`src/hw/rtl/tec_pkg.sv`:
```
// Shared types, constants and a helper function for the touch event qualifier.
// Used by tec_front, tec_div, tec_back and touch_event_qualifier_unit.
`timescale 1ns / 1ps
`default_nettype none
package tec_pkg;

  localparam int TEC_QUEUE_DEPTH = 2;
  // Dividend width of the mapping divider; two quotient bits are resolved per cycle.
  localparam int DIV_W   = 24;
  localparam int RAW_W   = 12;
  localparam int COORD_W = 11;
  localparam int CFG_W   = 16;

  localparam logic [1:0] KIND_NONE = 2'd0;
  localparam logic [1:0] KIND_DOWN = 2'd1;
  localparam logic [1:0] KIND_MOVE = 2'd2;
  localparam logic [1:0] KIND_UP   = 2'd3;

  typedef enum logic [2:0] {
    CFG_RAW_MIN_X,
    CFG_RAW_MAX_X,
    CFG_RAW_MIN_Y,
    CFG_RAW_MAX_Y,
    CFG_SCREEN_WIDTH,
    CFG_SCREEN_HEIGHT,
    CFG_MOVE_THRESHOLD,
    CFG_RELEASE_DEBOUNCE
  } tec_cfg_idx_t;

  typedef enum logic [1:0] {
    CLS_ACTIVITY,
    CLS_CONTACT,
    CLS_NO_CONTACT
  } tec_cls_t;

  typedef enum logic [1:0] {
    ST_IDLE,
    ST_MUL,
    ST_DIV,
    ST_DONE
  } tec_state_t;

  typedef struct packed {
    logic              op;
    logic              touched;
    logic [RAW_W-1:0]  raw_x;
    logic [RAW_W-1:0]  raw_y;
    logic [31:0]       now_ms;
  } tec_in_t;

  typedef struct packed {
    logic [1:0]         kind;
    logic [COORD_W-1:0] pos_x;
    logic [COORD_W-1:0] pos_y;
    logic [31:0]        inactive_ms;
  } tec_out_t;

  typedef struct packed {
    tec_cls_t          cls;
    logic [RAW_W-1:0]  raw_x;
    logic [RAW_W-1:0]  raw_y;
    logic [31:0]       now_ms;
  } tec_cmd_t;

  // Largest valid coordinate for a panel size: size 0 counts as 1, sizes above 2048 as 2048.
  function automatic logic [COORD_W-1:0] size_limit(input logic [RAW_W-1:0] size);
    logic [RAW_W-1:0] s;
    begin
      s = size;
      if (s == '0) begin
        s = RAW_W'(1);
      end else if (s > RAW_W'(2048)) begin
        s = RAW_W'(2048);
      end
      size_limit = COORD_W'(s - RAW_W'(1));
    end
  endfunction

endpackage
`default_nettype wire

```
`src/hw/rtl/tec_front.sv`:
```
// Front end: classifies each accepted item and holds it in a short queue.
// Depends on tec_pkg.
`timescale 1ns / 1ps
`default_nettype none
module tec_front #(
  parameter int DEPTH = tec_pkg::TEC_QUEUE_DEPTH
) (
  input  logic              clk,
  input  logic              rst_n,
  input  logic              in_valid,
  output logic              in_stall,
  input  tec_pkg::tec_in_t  in_data,
  output logic              cmd_valid,
  output tec_pkg::tec_cmd_t cmd,
  input  logic              cmd_pop
);
  import tec_pkg::*;

  localparam int PTR_W = (DEPTH > 1) ? $clog2(DEPTH) : 1;
  localparam int CNT_W = $clog2(DEPTH + 1);

  tec_cmd_t           mem_r [DEPTH];
  logic [PTR_W-1:0]   wr_ptr_r, wr_ptr_nxt;
  logic [PTR_W-1:0]   rd_ptr_r, rd_ptr_nxt;
  logic [CNT_W-1:0]   count_r, count_nxt;
  tec_cmd_t           entry;
  logic               push;

  always_comb begin
    entry.raw_x  = in_data.raw_x;
    entry.raw_y  = in_data.raw_y;
    entry.now_ms = in_data.now_ms;
    if (in_data.op) begin
      entry.cls = CLS_ACTIVITY;
    end else if (in_data.touched) begin
      entry.cls = CLS_CONTACT;
    end else begin
      entry.cls = CLS_NO_CONTACT;
    end
  end

  assign in_stall  = (count_r == CNT_W'(DEPTH));
  assign push      = in_valid && !in_stall;
  assign cmd_valid = (count_r != '0);
  assign cmd       = mem_r[rd_ptr_r];

  always_comb begin
    wr_ptr_nxt = wr_ptr_r;
    rd_ptr_nxt = rd_ptr_r;
    count_nxt  = count_r;
    if (push) begin
      wr_ptr_nxt = (wr_ptr_r == PTR_W'(DEPTH - 1)) ? '0 : wr_ptr_r + PTR_W'(1);
    end
    if (cmd_pop) begin
      rd_ptr_nxt = (rd_ptr_r == PTR_W'(DEPTH - 1)) ? '0 : rd_ptr_r + PTR_W'(1);
    end
    if (push && !cmd_pop) begin
      count_nxt = count_r + CNT_W'(1);
    end else if (!push && cmd_pop) begin
      count_nxt = count_r - CNT_W'(1);
    end
  end

  always_ff @(posedge clk) begin
    if (!rst_n) begin
      wr_ptr_r <= '0;
      rd_ptr_r <= '0;
      count_r  <= '0;
    end else begin
      wr_ptr_r <= wr_ptr_nxt;
      rd_ptr_r <= rd_ptr_nxt;
      count_r  <= count_nxt;
    end
  end

  always_ff @(posedge clk) begin
    if (push) begin
      mem_r[wr_ptr_r] <= entry;
    end
  end

endmodule
`default_nettype wire

```
`src/hw/rtl/tec_div.sv`:
```
// Iterative unsigned divider, two quotient bits per cycle, for the coordinate mapping.
// Depends on tec_pkg.
`timescale 1ns / 1ps
`default_nettype none
module tec_div (
  input  logic                      clk,
  input  logic                      rst_n,
  input  logic                      start,
  input  logic [tec_pkg::DIV_W-1:0] dividend,
  input  logic [tec_pkg::RAW_W-1:0] divisor,
  output logic                      busy,
  output logic [tec_pkg::DIV_W-1:0] quotient
);
  import tec_pkg::*;

  localparam int STEPS = DIV_W / 2;
  localparam int CNT_W = $clog2(STEPS);

  logic             busy_r, busy_nxt;
  logic [CNT_W-1:0] cnt_r, cnt_nxt;
  logic [RAW_W-1:0] rem_r, rem_nxt;
  logic [RAW_W-1:0] div_r;
  logic [DIV_W-1:0] dvd_r, dvd_nxt;
  logic [DIV_W-1:0] quo_r, quo_nxt;
  logic [RAW_W:0]   r1, r1s, r2, r2s;
  logic             b1, b2;

  // Two restoring steps; for a nonzero divisor the partial remainder stays below the divisor.
  always_comb begin
    r1  = {rem_r, dvd_r[DIV_W-1]};
    b1  = (r1 >= {1'b0, div_r});
    r1s = b1 ? (r1 - {1'b0, div_r}) : r1;
    r2  = {r1s[RAW_W-1:0], dvd_r[DIV_W-2]};
    b2  = (r2 >= {1'b0, div_r});
    r2s = b2 ? (r2 - {1'b0, div_r}) : r2;
  end

  always_comb begin
    busy_nxt = busy_r;
    cnt_nxt  = cnt_r;
    rem_nxt  = rem_r;
    dvd_nxt  = dvd_r;
    quo_nxt  = quo_r;
    if (start) begin
      busy_nxt = 1'b1;
      cnt_nxt  = CNT_W'(STEPS - 1);
      rem_nxt  = '0;
      dvd_nxt  = dividend;
      quo_nxt  = '0;
    end else if (busy_r) begin
      rem_nxt = r2s[RAW_W-1:0];
      dvd_nxt = {dvd_r[DIV_W-3:0], 2'b00};
      quo_nxt = {quo_r[DIV_W-3:0], b1, b2};
      cnt_nxt = cnt_r - CNT_W'(1);
      if (cnt_r == '0) begin
        busy_nxt = 1'b0;
      end
    end
  end

  always_ff @(posedge clk) begin
    if (!rst_n) begin
      busy_r <= 1'b0;
      cnt_r  <= '0;
    end else begin
      busy_r <= busy_nxt;
      cnt_r  <= cnt_nxt;
    end
  end

  always_ff @(posedge clk) begin
    rem_r <= rem_nxt;
    dvd_r <= dvd_nxt;
    quo_r <= quo_nxt;
    if (start) begin
      div_r <= divisor;
    end
  end

  assign busy     = busy_r;
  assign quotient = quo_r;

endmodule
`default_nettype wire

```
`src/hw/rtl/tec_back.sv`:
```
// Back end: configuration registers, touch state, coordinate mapping and result register.
// Depends on tec_pkg and tec_div.
`timescale 1ns / 1ps
`default_nettype none
module tec_back (
  input  logic                      clk,
  input  logic                      rst_n,
  input  logic                      cfg_we,
  input  logic [2:0]                cfg_idx,
  input  logic [tec_pkg::CFG_W-1:0] cfg_wdata,
  input  logic                      cmd_valid,
  input  tec_pkg::tec_cmd_t         cmd,
  output logic                      cmd_pop,
  output logic                      out_valid,
  input  logic                      out_stall,
  output tec_pkg::tec_out_t         out_data
);
  import tec_pkg::*;

  // Configuration
  logic [RAW_W-1:0] min_x_r, max_x_r, min_y_r, max_y_r;
  logic [RAW_W-1:0] width_r, height_r;
  logic [7:0]       thresh_r;
  logic [15:0]      debounce_r;

  // Touch state
  logic               pressed_r, pressed_nxt;
  logic               pending_r, pending_nxt;
  logic [31:0]        rel_time_r, rel_time_nxt;
  logic [31:0]        act_time_r, act_time_nxt;
  logic [COORD_W-1:0] last_col_r, last_col_nxt;
  logic [COORD_W-1:0] last_row_r, last_row_nxt;

  // Sequencer and mapping work registers
  tec_state_t         st_r, st_nxt;
  tec_cmd_t           cur_r;
  logic               neg_x_r, neg_y_r, zero_x_r, zero_y_r;
  logic [COORD_W-1:0] lim_x_r, lim_y_r;

  logic               out_valid_r, out_valid_nxt;
  tec_out_t           out_r, out_nxt;

  logic               out_free, commit_simple, commit_touch, latch_cmd, div_start;
  logic               busy_x, busy_y;
  logic [DIV_W-1:0]   quo_x, quo_y, prod_x, prod_y;
  logic [RAW_W:0]     num_x, num_y, den_x, den_y;
  logic [RAW_W-1:0]   anum_x, anum_y, aden_x, aden_y;
  logic [COORD_W-1:0] lim_x, lim_y, map_x, map_y, dx, dy;
  logic [31:0]        rel_elapsed;

  always_ff @(posedge clk) begin
    if (!rst_n) begin
      min_x_r    <= RAW_W'(200);
      max_x_r    <= RAW_W'(3700);
      min_y_r    <= RAW_W'(240);
      max_y_r    <= RAW_W'(3800);
      width_r    <= RAW_W'(320);
      height_r   <= RAW_W'(240);
      thresh_r   <= 8'd4;
      debounce_r <= 16'd40;
    end else if (cfg_we) begin
      case (tec_cfg_idx_t'(cfg_idx))
        CFG_RAW_MIN_X:        min_x_r    <= cfg_wdata[RAW_W-1:0];
        CFG_RAW_MAX_X:        max_x_r    <= cfg_wdata[RAW_W-1:0];
        CFG_RAW_MIN_Y:        min_y_r    <= cfg_wdata[RAW_W-1:0];
        CFG_RAW_MAX_Y:        max_y_r    <= cfg_wdata[RAW_W-1:0];
        CFG_SCREEN_WIDTH:     width_r    <= cfg_wdata[RAW_W-1:0];
        CFG_SCREEN_HEIGHT:    height_r   <= cfg_wdata[RAW_W-1:0];
        CFG_MOVE_THRESHOLD:   thresh_r   <= cfg_wdata[7:0];
        CFG_RELEASE_DEBOUNCE: debounce_r <= cfg_wdata[15:0];
        default: begin
        end
      endcase
    end
  end

  assign out_free = !out_valid_r || !out_stall;

  // Next state
  always_comb begin
    st_nxt = st_r;
    case (st_r)
      ST_IDLE: begin
        if (cmd_valid && cmd.cls == CLS_CONTACT) begin
          st_nxt = ST_MUL;
        end
      end
      ST_MUL: st_nxt = ST_DIV;
      ST_DIV: begin
        if (!busy_x && !busy_y) begin
          st_nxt = ST_DONE;
        end
      end
      ST_DONE: begin
        if (out_free) begin
          st_nxt = ST_IDLE;
        end
      end
      default: st_nxt = ST_IDLE;
    endcase
  end

  // Sequencer outputs
  always_comb begin
    latch_cmd     = 1'b0;
    commit_simple = 1'b0;
    commit_touch  = 1'b0;
    div_start     = 1'b0;
    case (st_r)
      ST_IDLE: begin
        latch_cmd     = cmd_valid && (cmd.cls == CLS_CONTACT);
        commit_simple = cmd_valid && (cmd.cls != CLS_CONTACT) && out_free;
      end
      ST_MUL:  div_start = 1'b1;
      ST_DIV: begin
      end
      ST_DONE: commit_touch = out_free;
      default: begin
      end
    endcase
  end

  assign cmd_pop = latch_cmd || commit_simple;

  // Signed offset and span in sign-magnitude form; the product feeds the divider register.
  always_comb begin
    lim_x  = size_limit(width_r);
    lim_y  = size_limit(height_r);
    num_x  = {1'b0, cur_r.raw_x} - {1'b0, min_x_r};
    num_y  = {1'b0, cur_r.raw_y} - {1'b0, min_y_r};
    den_x  = {1'b0, max_x_r} - {1'b0, min_x_r};
    den_y  = {1'b0, max_y_r} - {1'b0, min_y_r};
    anum_x = num_x[RAW_W] ? RAW_W'(-num_x) : num_x[RAW_W-1:0];
    anum_y = num_y[RAW_W] ? RAW_W'(-num_y) : num_y[RAW_W-1:0];
    aden_x = den_x[RAW_W] ? RAW_W'(-den_x) : den_x[RAW_W-1:0];
    aden_y = den_y[RAW_W] ? RAW_W'(-den_y) : den_y[RAW_W-1:0];
    prod_x = DIV_W'(anum_x) * DIV_W'(lim_x);
    prod_y = DIV_W'(anum_y) * DIV_W'(lim_y);
  end

  always_ff @(posedge clk) begin
    if (latch_cmd) begin
      cur_r <= cmd;
    end
    if (div_start) begin
      neg_x_r  <= num_x[RAW_W] ^ den_x[RAW_W];
      neg_y_r  <= num_y[RAW_W] ^ den_y[RAW_W];
      zero_x_r <= (den_x == '0);
      zero_y_r <= (den_y == '0);
      lim_x_r  <= lim_x;
      lim_y_r  <= lim_y;
    end
  end

  tec_div u_div_x (
    .clk      (clk),
    .rst_n    (rst_n),
    .start    (div_start),
    .dividend (prod_x),
    .divisor  (aden_x),
    .busy     (busy_x),
    .quotient (quo_x)
  );

  tec_div u_div_y (
    .clk      (clk),
    .rst_n    (rst_n),
    .start    (div_start),
    .dividend (prod_y),
    .divisor  (aden_y),
    .busy     (busy_y),
    .quotient (quo_y)
  );

  // A negative quotient or a zero span clamps to zero; a quotient above the limit clamps to it.
  always_comb begin
    if (zero_x_r || neg_x_r) begin
      map_x = '0;
    end else if (quo_x > DIV_W'(lim_x_r)) begin
      map_x = lim_x_r;
    end else begin
      map_x = quo_x[COORD_W-1:0];
    end
    if (zero_y_r || neg_y_r) begin
      map_y = '0;
    end else if (quo_y > DIV_W'(lim_y_r)) begin
      map_y = lim_y_r;
    end else begin
      map_y = quo_y[COORD_W-1:0];
    end
    dx          = (map_x > last_col_r) ? map_x - last_col_r : last_col_r - map_x;
    dy          = (map_y > last_row_r) ? map_y - last_row_r : last_row_r - map_y;
    rel_elapsed = cmd.now_ms - rel_time_r;
  end

  always_comb begin
    pressed_nxt   = pressed_r;
    pending_nxt   = pending_r;
    rel_time_nxt  = rel_time_r;
    act_time_nxt  = act_time_r;
    last_col_nxt  = last_col_r;
    last_row_nxt  = last_row_r;
    out_nxt       = out_r;
    out_valid_nxt = out_valid_r && out_stall;
    if (commit_simple) begin
      out_valid_nxt       = 1'b1;
      out_nxt.kind        = KIND_NONE;
      out_nxt.pos_x       = '0;
      out_nxt.pos_y       = '0;
      out_nxt.inactive_ms = cmd.now_ms - act_time_r;
      case (cmd.cls)
        CLS_ACTIVITY: begin
          act_time_nxt        = cmd.now_ms;
          out_nxt.inactive_ms = '0;
        end
        CLS_NO_CONTACT: begin
          if (pressed_r) begin
            if (!pending_r) begin
              pending_nxt  = 1'b1;
              rel_time_nxt = cmd.now_ms;
            end else if (rel_elapsed >= {16'd0, debounce_r}) begin
              pressed_nxt   = 1'b0;
              pending_nxt   = 1'b0;
              out_nxt.kind  = KIND_UP;
              out_nxt.pos_x = last_col_r;
              out_nxt.pos_y = last_row_r;
            end
          end
        end
        default: begin
        end
      endcase
    end else if (commit_touch) begin
      out_valid_nxt       = 1'b1;
      out_nxt.kind        = KIND_NONE;
      out_nxt.pos_x       = '0;
      out_nxt.pos_y       = '0;
      out_nxt.inactive_ms = '0;
      act_time_nxt        = cur_r.now_ms;
      pending_nxt         = 1'b0;
      if (!pressed_r) begin
        pressed_nxt   = 1'b1;
        last_col_nxt  = map_x;
        last_row_nxt  = map_y;
        out_nxt.kind  = KIND_DOWN;
        out_nxt.pos_x = map_x;
        out_nxt.pos_y = map_y;
      end else if (dx >= {3'd0, thresh_r} || dy >= {3'd0, thresh_r}) begin
        last_col_nxt  = map_x;
        last_row_nxt  = map_y;
        out_nxt.kind  = KIND_MOVE;
        out_nxt.pos_x = map_x;
        out_nxt.pos_y = map_y;
      end
    end
  end

  always_ff @(posedge clk) begin
    if (!rst_n) begin
      st_r        <= ST_IDLE;
      pressed_r   <= 1'b0;
      pending_r   <= 1'b0;
      rel_time_r  <= '0;
      act_time_r  <= '0;
      last_col_r  <= '0;
      last_row_r  <= '0;
      out_valid_r <= 1'b0;
    end else begin
      st_r        <= st_nxt;
      pressed_r   <= pressed_nxt;
      pending_r   <= pending_nxt;
      rel_time_r  <= rel_time_nxt;
      act_time_r  <= act_time_nxt;
      last_col_r  <= last_col_nxt;
      last_row_r  <= last_row_nxt;
      out_valid_r <= out_valid_nxt;
    end
  end

  always_ff @(posedge clk) begin
    out_r <= out_nxt;
  end

  assign out_valid = out_valid_r;
  assign out_data  = out_r;

endmodule
`default_nettype wire

```
`src/hw/rtl/touch_event_qualifier_unit.sv`:
```
// Touch event qualifier top level. A contact sample steps through the back end in order
// (queue pop, multiply, division in the two-bit-per-cycle mapping dividers, commit), and
// out_valid rises when the result register loads; a stalled output holds back the commit.
// Activity notes and no-contact samples are committed from the idle state once the output
// is free. The front queue keeps accepting items while the back end divides, until full.
// Synchronous active-low reset loads the default calibration and clears the touch state.
`timescale 1ns / 1ps
`default_nettype none
module touch_event_qualifier_unit #(
  parameter int QUEUE_DEPTH = tec_pkg::TEC_QUEUE_DEPTH
) (
  input  logic                      clk,
  input  logic                      rst_n,
  input  logic                      in_valid,
  output logic                      in_stall,
  input  tec_pkg::tec_in_t          in_data,
  output logic                      out_valid,
  input  logic                      out_stall,
  output tec_pkg::tec_out_t         out_data,
  input  logic                      cfg_we,
  input  logic [2:0]                cfg_idx,
  input  logic [tec_pkg::CFG_W-1:0] cfg_wdata
);
  import tec_pkg::*;

  logic     cmd_valid;
  logic     cmd_pop;
  tec_cmd_t cmd;

  tec_front #(
    .DEPTH (QUEUE_DEPTH)
  ) u_front (
    .clk       (clk),
    .rst_n     (rst_n),
    .in_valid  (in_valid),
    .in_stall  (in_stall),
    .in_data   (in_data),
    .cmd_valid (cmd_valid),
    .cmd       (cmd),
    .cmd_pop   (cmd_pop)
  );

  tec_back u_back (
    .clk       (clk),
    .rst_n     (rst_n),
    .cfg_we    (cfg_we),
    .cfg_idx   (cfg_idx),
    .cfg_wdata (cfg_wdata),
    .cmd_valid (cmd_valid),
    .cmd       (cmd),
    .cmd_pop   (cmd_pop),
    .out_valid (out_valid),
    .out_stall (out_stall),
    .out_data  (out_data)
  );

endmodule
`default_nettype wire

```
`config.mk`:
```
export PLATFORM = sky130hd
export DESIGN_NAME = touch_event_qualifier_unit
export DESIGN_NICKNAME = d
export VERILOG_FILES = /design/src/hw/rtl/tec_pkg.sv /design/src/hw/rtl/tec_front.sv /design/src/hw/rtl/tec_div.sv /design/src/hw/rtl/tec_back.sv /design/src/hw/rtl/touch_event_qualifier_unit.sv
export SDC_FILE = /design/constraint.sdc
export NUM_CORES = 2
export LEC_CHECK = 0
export BUFFER_PORTS_ARGS = -buffer_cell sky130_fd_sc_hd__buf_2
export CORE_UTILIZATION = 45
export CTS_CLUSTER_SIZE = 25
export DETAILED_ROUTE_END_ITERATION = 8
export MAX_ROUTING_LAYER = met4
export SLEW_MARGIN = 10
export SYNTH_ARGS = -nofsm -noshare
export SYNTH_HDL_FRONTEND = slang
export SYNTH_HIERARCHICAL = 1
export SYNTH_SLANG_ARGS = --single-unit
```
`constraint.sdc`:
```
create_clock -name clk -period 8.6 [get_ports clk]
set_input_delay 1.72 -clock clk [delete_from_list [all_inputs] [get_ports clk]]
set_output_delay 1.72 -clock clk [all_outputs]
set_load 0.01 [all_outputs]
```
* Word level (Yosys, flattened, before mapping)
Memory sizes are Yosys's and may differ from the RTL's. A register that Yosys moved wholly into a read port is not among the register bits. Cells that the tools add are included.
Storage, ports and cells: word-level logic and storage cells 243, memories 1, flip-flop bits (word level) 483, memory bits (writable) 116, input port bits 82
Cells by class: add/subtract/negate cells 26, multiply operators 2, bitwise gates (word level) 5, mux-type cells 78, magnitude comparators 13, equal/unequal tests 21, reduce and logical (&&, ||, !) cells 49
Memories:
- u_front.mem_r | words 2, width 58, read ports 1, clocked after Yosys merged registers in 1, wr ports 1, line tec_front.sv:22 | tec_cmd_t mem_r [DEPTH];
Operator list (count):
- $mux W11 | 14
- $mux W24 | 6
- $mux W32 | 4
- $mux W56 | 2
- $mux W12 | 8
- $mux W23 | 4
- $sub A32 B32 Y32 | 2
- $ge A13 B12 Y1 | 4
- $sub A12 B12 Y13 | 4
- $gt A24 B11 Y1 | 2
- $neg A12 Y12 | 4
- $sub A12 B12 Y12 | 4
- $mul A12 B11 Y23 | 2
- $sub A11 B11 Y11 | 4
- $ge A32 B16 Y1 | 1
- $mux W1 | 28
- $logic_not A13 Y1 | 2
- $gt A12 B12 Y1 const B | 2
- $logic_not A12 Y1 | 2
- $ge A11 B8 Y1 | 2
- $gt A11 B11 Y1 | 2
- $sub A11 B1 Y11 const B | 2
- $reduce_and A2 Y1 | 10
- $mux W4 | 4
- 25 further kinds | 75

* Depth between registers and ports, before layout
depth in word-level cells 11, depth in mapped cells 36, depth with buffers taken out 36

* By module
The synthesis kept the hierarchy.
By module, submodules not included:
- tec_back | area each 31318.8 um2, seq. area each 7887.6 um2, times used 1, cells each 3756
- tec_front | area each 4501.8 um2, seq. area each 3583.4 um2, times used 1, cells each 207
- tec_div at u_back.u_div_x | area each 4386.7 um2, seq. area each 1901.8 um2, times used 1, cells each 426
- tec_div at u_back.u_div_y | area each 4289.1 um2, seq. area each 1901.8 um2, times used 1, cells each 418

* Worst setup path before layout
OpenSTA, ideal clock, no wires.
path type reg2reg, from register u_back/cur_r[44] in the netlist's numbering, to register u_back.u_div_x.dvd_r[19], data pin, path buffers 0, cell stages (with the launch flop) 33, path slack 0.630 ns, setup time 0.260 ns, data arrival time 7.710 ns, cell sequence edfxtp_1 inv_1 ha_1 inv_1 fa_1 a21o_1 a21oi_1 o21bai_1 a21oi_1 o21ai_0 a21oi_1 o21ai_1 a211oi_1 xor2_1 nand2_1 fa_1 fa_1 fa_1 inv_1 fa_1 inv_1 fa_1 inv_1 ha_1 or2_2 a21oi_1 a21oi_1 a41o_1 o41a_1 a41oi_1 nor2b_1 xnor2_1 mux2_2
On the way: longest elaborated chain between the ends 5
RTL lines:
- start, declared | line tec_back.sv:36 | tec_cmd_t cur_r;
- start signal, assigned | line tec_back.sv:143 | cur_r <= cmd;
- $sub A12 B12 Y13 * | line tec_back.sv:129 | num_x = {1'b0, cur_r.raw_x} - {1'b0, min_x_r};
- $neg A12 Y12 | line tec_back.sv:133 | anum_x = num_x[RAW_W] ? RAW_W'(-num_x) : num_x[RAW_W-1:0];
- $mux W12 * | line tec_back.sv:133
- $mul A12 B11 Y23 * | line tec_back.sv:137 | prod_x = DIV_W'(anum_x) * DIV_W'(lim_x);
- via u_back.prod_x[19] | line tec_back.sv:45 | logic [DIV_W-1:0] quo_x, quo_y, prod_x, prod_y;
- $mux W23 * | line tec_div.sv:44 | if (start) begin
- via u_back.u_div_x.dvd_nxt[19] | line tec_div.sv:23 | logic [DIV_W-1:0] dvd_r, dvd_nxt;
- end signal, assigned | line tec_div.sv:73 | dvd_r <= dvd_nxt;
- end, declared | line tec_div.sv:23
Mark *: on every way through the listed nets, which the timed path passes. The rest lies on a longest branch. A chain may end at the register's enable or synchronous reset.

* Final worst setup path
from register u_back/cur_r[32] in the netlist's numbering, to register u_back.u_div_y.dvd_r[18], data pin
On the way: longest elaborated chain between the ends 5
RTL lines:
- $sub A12 B12 Y13 * | line tec_back.sv:130 | num_y = {1'b0, cur_r.raw_y} - {1'b0, min_y_r};
- $neg A12 Y12 | line tec_back.sv:134 | anum_y = num_y[RAW_W] ? RAW_W'(-num_y) : num_y[RAW_W-1:0];
- $mux W12 * | line tec_back.sv:134
- $mul A12 B11 Y23 * | line tec_back.sv:138 | prod_y = DIV_W'(anum_y) * DIV_W'(lim_y);
- via u_back.prod_y[18] | line tec_back.sv:45
- $mux W23 * | line tec_div.sv:44
- via u_back.u_div_y.dvd_nxt[18] | line tec_div.sv:23
- end signal, assigned | line tec_div.sv:73
- end, declared | line tec_div.sv:23
Marked as above.

==> results.toml <==
[worst_setup_path]
r2r_end = "u_back/u_div_y/dvd_r[18]$_DFFE_PP_"
critPathLaunchType = "flop"
ff2ff_setup_slack_ns = 0.40
worstPathMaxFanout = 11
required_ns = 8.99
cp_slowest_stage_delay_ns = 0.55
r2r-start = "u_back/cur_r[32]$_DFFE_PP_"
worstRegToRegCells = 29
critPathMostFrequentCell = "fa_1"
crit_path_end_kind = "flop"
critPathSlowestCell = "fa_1"
critPathKind = "reg2reg"
crit_arrival_ns = 8.58

[logic_synthesis]
yosysTopAreaCellShare_pct = 22.0
ys_types = 103
netlist_instances = 4807
ys_seq_elements = 600
synth.top_cells.by_area = "edfxtp_1 22%, dfxtp_1 12%, ha_1 11%"
synth_area_per_cell_um2 = 9.26
yosysTopAreaCell = "edfxtp_1"
synthArstFlopShare_pct = 0
yosysSeqAreaShare_pct = 34.3
netlist_area_um2 = 44500
synth_edf_count = 326
yosys_warnings = 6
synth_flop_cell = "edfxtp_1"

[drt]
routedWlPerCell_um = 18.0
vias = 34467
drc = 0
drtIter0Drc = 2223
ant_nets = 0
viasPerCell = 5.51
drt-total-wl_um = 113000
dr.pass1.iters = 5

[clocking]
cts-root-buf = "clkbuf_16"
cts_tree = "built"
cts_num_sinks = 600
numCtsBuffers = 71
clk_pin_slew_worst_paths_ns = 0.06
clockBufferDepth = 3
insertion_delay_ns = 0.64
htree_num_levels = 3

[floorplanning]
ios = 140
die_w_um = 316
coreArea_um2 = 97300
die-area_um2 = 100000
rows = 114
initial_core_util_pct = 45.7
die_h_um = 316

[sta]
worst_pin_slew_ns = 1.35
slew_viol_final = 0
timing.fmax_mhz = 122
hold_violations = 0
setup_viol = 0
slew_headroom_pct = 9.51
timing.hold.ws_ns = 0.453
finalCritPeriodShare_pct = 95.3
clock_skew_ns = 0.0387
period_needed_ns = 8.20

[placed_design]
io_buffers = 139
dp_hpwl_um = 84300
gp_congestion = 0.904

[worst_hold_path]
hp-class = "reg2reg"
holdPathEnd = "u_back/rel_time_r[15]$_SDFFE_PN0P_"
min-delay-start = "u_back/rel_time_r[15]$_SDFFE_PN0P_"
min_path_cells = 2

[global_route]
grt_pass1_wl_um = 177000
grt_pass1_vias = 33020
antenna_found_initial = 13
grt_max_degree = 118
track_usage_pct = 23.0
grt_overflow_total = 0

[run]
maxCapViolations = 0

[layout]
nets = 5579
area_delta_synth_final_pct = 10.8
drive_above_1_share_pct = 11.8
fill_cells = 9070

[status]
status = "complete, no violations"
==> how the worst max path moves through the flow <==
stage                     slack (ns)                       start  cells after the start                            endpoint
after floorplan                 0.63  u_back/cur_r[44]$_DFFE_PP_                     32  u_back/u_div_x/dvd_r[19]$_DFFE_PP_
after global placement          0.18  u_back/cur_r[44]$_DFFE_PP_                     33  u_back/u_div_x/dvd_r[22]$_DFFE_PP_
after detailed placement         0.1  u_back/cur_r[44]$_DFFE_PP_                     33  u_back/u_div_x/dvd_r[22]$_DFFE_PP_
after CTS                       0.05  u_back/cur_r[44]$_DFFE_PP_                     33  u_back/u_div_x/dvd_r[22]$_DFFE_PP_
after global routing           -0.07  u_back/cur_r[44]$_DFFE_PP_                     32  u_back/u_div_x/dvd_r[22]$_DFFE_PP_
final                           0.40  u_back/cur_r[32]$_DFFE_PP_                     29  u_back/u_div_y/dvd_r[18]$_DFFE_PP_
==> routing by layer <==
layer	vias up	track usage, %	wire length, um
li1	16863	-	-
met1	16649	30.6	52500
met2	770	35.4	50500
met3	185	4.43	6720
met4	0	6.48	3090
met5	-	-	0
==> registers in the layout (all words and copies together) (netlist names), 16 cells and up, named ones only <==
name                     count
u_back/act_time_r           32
u_back/u_div_y/dvd_r        24
u_back/debounce_r           16
u_back/u_div_y/quotient     24
u_back/u_div_x/dvd_r        24
u_back/cur_r                56
u_back/rel_time_r           32
u_back/out_data             56
u_back/u_div_x/quotient     24
u_front/mem_r              116
==> cell usage in the layout (no fill, tap or decap), types with 36 or more instances in the layout <==
| cell type | n |
|---|---|
| mux2_2 | 105 |
| nand2b_1 | 38 |
| dfxtp_1 | 271 |
| buf_4 | 82 |
| xor2_1 | 73 |
| nand3_1 | 84 |
| a311oi_1 | 47 |
| inv_1 | 541 |
| ha_1 | 387 |
| a21o_1 | 90 |
| xnor2_1 | 127 |
| edfxtp_1 | 326 |
| mux2i_1 | 83 |
| buf_2 | 139 |
| nor2b_1 | 39 |
| nand2_1 | 578 |
| o21ai_0 | 155 |
| nor3_1 | 81 |
| nor2_1 | 444 |
| a21oi_1 | 301 |
| or3_1 | 36 |
| o21a_1 | 61 |
| clkbuf_16 | 73 |
| fa_1 | 191 |
==> final cells by class <==
class | instances | area (um^2) | area share (%)
Antenna cell | 10 | 25.0 | 0.0508
Clock buffer | 90 | 1930 | 3.92
Clock inverter | 40 | 422 | 0.856
Inverter | 544 | 2040 | 4.15
Multi-Input combinational cell | 3477 | 26700 | 54.1
Sequential cell | 600 | 15300 | 31.0
Tap cell | 1276 | 1600 | 3.24
Timing Repair Buffer | 222 | 1330 | 2.70
==> cell usage after synthesis (10+ instances only) <==
cell       number
o31ai_1        11
o21ai_1        10
fa_1          192
buf_2          17
nor2b_1        40
inv_1         542
a211oi_1       39
a21boi_0       19
mux2_4         21
a31oi_1        27
edfxtp_1      326
o211ai_1       35
clkbuf_1      128
a2bb2o_4       19
mux2_2        105
nor3b_1        10
a21o_1         90
dfxtp_1       274
o21bai_1       16
mux2i_1        83
xor2_1         77
nor4_1         25
or2_2          15
xnor2_1       133
ha_1          389
and2_1         30
nand2b_1       38
nand3_1        84
nand4_1        20
and3_1         33
o21ai_0       159
o21a_1         61
o2111ai_1      17
a311oi_1       48
nand2_1       579
a21oi_1       308
or3_1          36
nor3_1         83
buf_1          20
nor2_1        446
==> logic make-up (layout without fill, tap and decap cells) <==
logic type | Yosys count | after routing | share of synthesized area (%)
adders and majority gates | 581 | 581 | 19.6
buffers and inverters | 731 | 896 | 6.44
and+or+nand+nor | 1488 | 1488 | 15.0
AOI/OAI and AO/OA | 985 | 985 | 15.3
other | 1 | 12 | 0.00843
DFF | 600 | 600 | 34.3
xor gates and xnor gates | 210 | 210 | 4.13
muxes | 211 | 211 | 5.28
==> worst max-delay path, delay by kind of cell, from the launching register on <==
kind	cells	cell delay [ns]
adders and majority gates	8	3.31
AOI/OAI and AO/OA	10	2.52
and+or+nand+nor	3	0.97
DFF	1	0.35
xor gates and xnor gates	2	0.27
buffers and inverters	5	0.27
muxes	1	0.26
==> repair_timing <==
action | 4_1_cts | 5_1_grt
hold buffers | 0 | 0
buffers inserted | 0 | 4
resized for setup | 0 | 44
setup endpoints to repair | 0 | 14
==> through the flow <==
stage               worst slack [ns]  TNS (ns)  instances  utilization (%)  instance area [um^2]
floorplan                      0.630         0       4808                -                 44500
global placement               0.182         0       6115             48.0                 46700
detailed placement            0.0988         0       6115             48.0                 46700
CTS                           0.0535         0       6245             50.4                 49000
global route                 -0.0699    -0.101       6257             50.7                 49300
finish                         0.404         0       6259             50.7                 49300
Power is not shown: default switching activity piles up to over one toggle a cycle in this logic, so the estimate is an artifact.
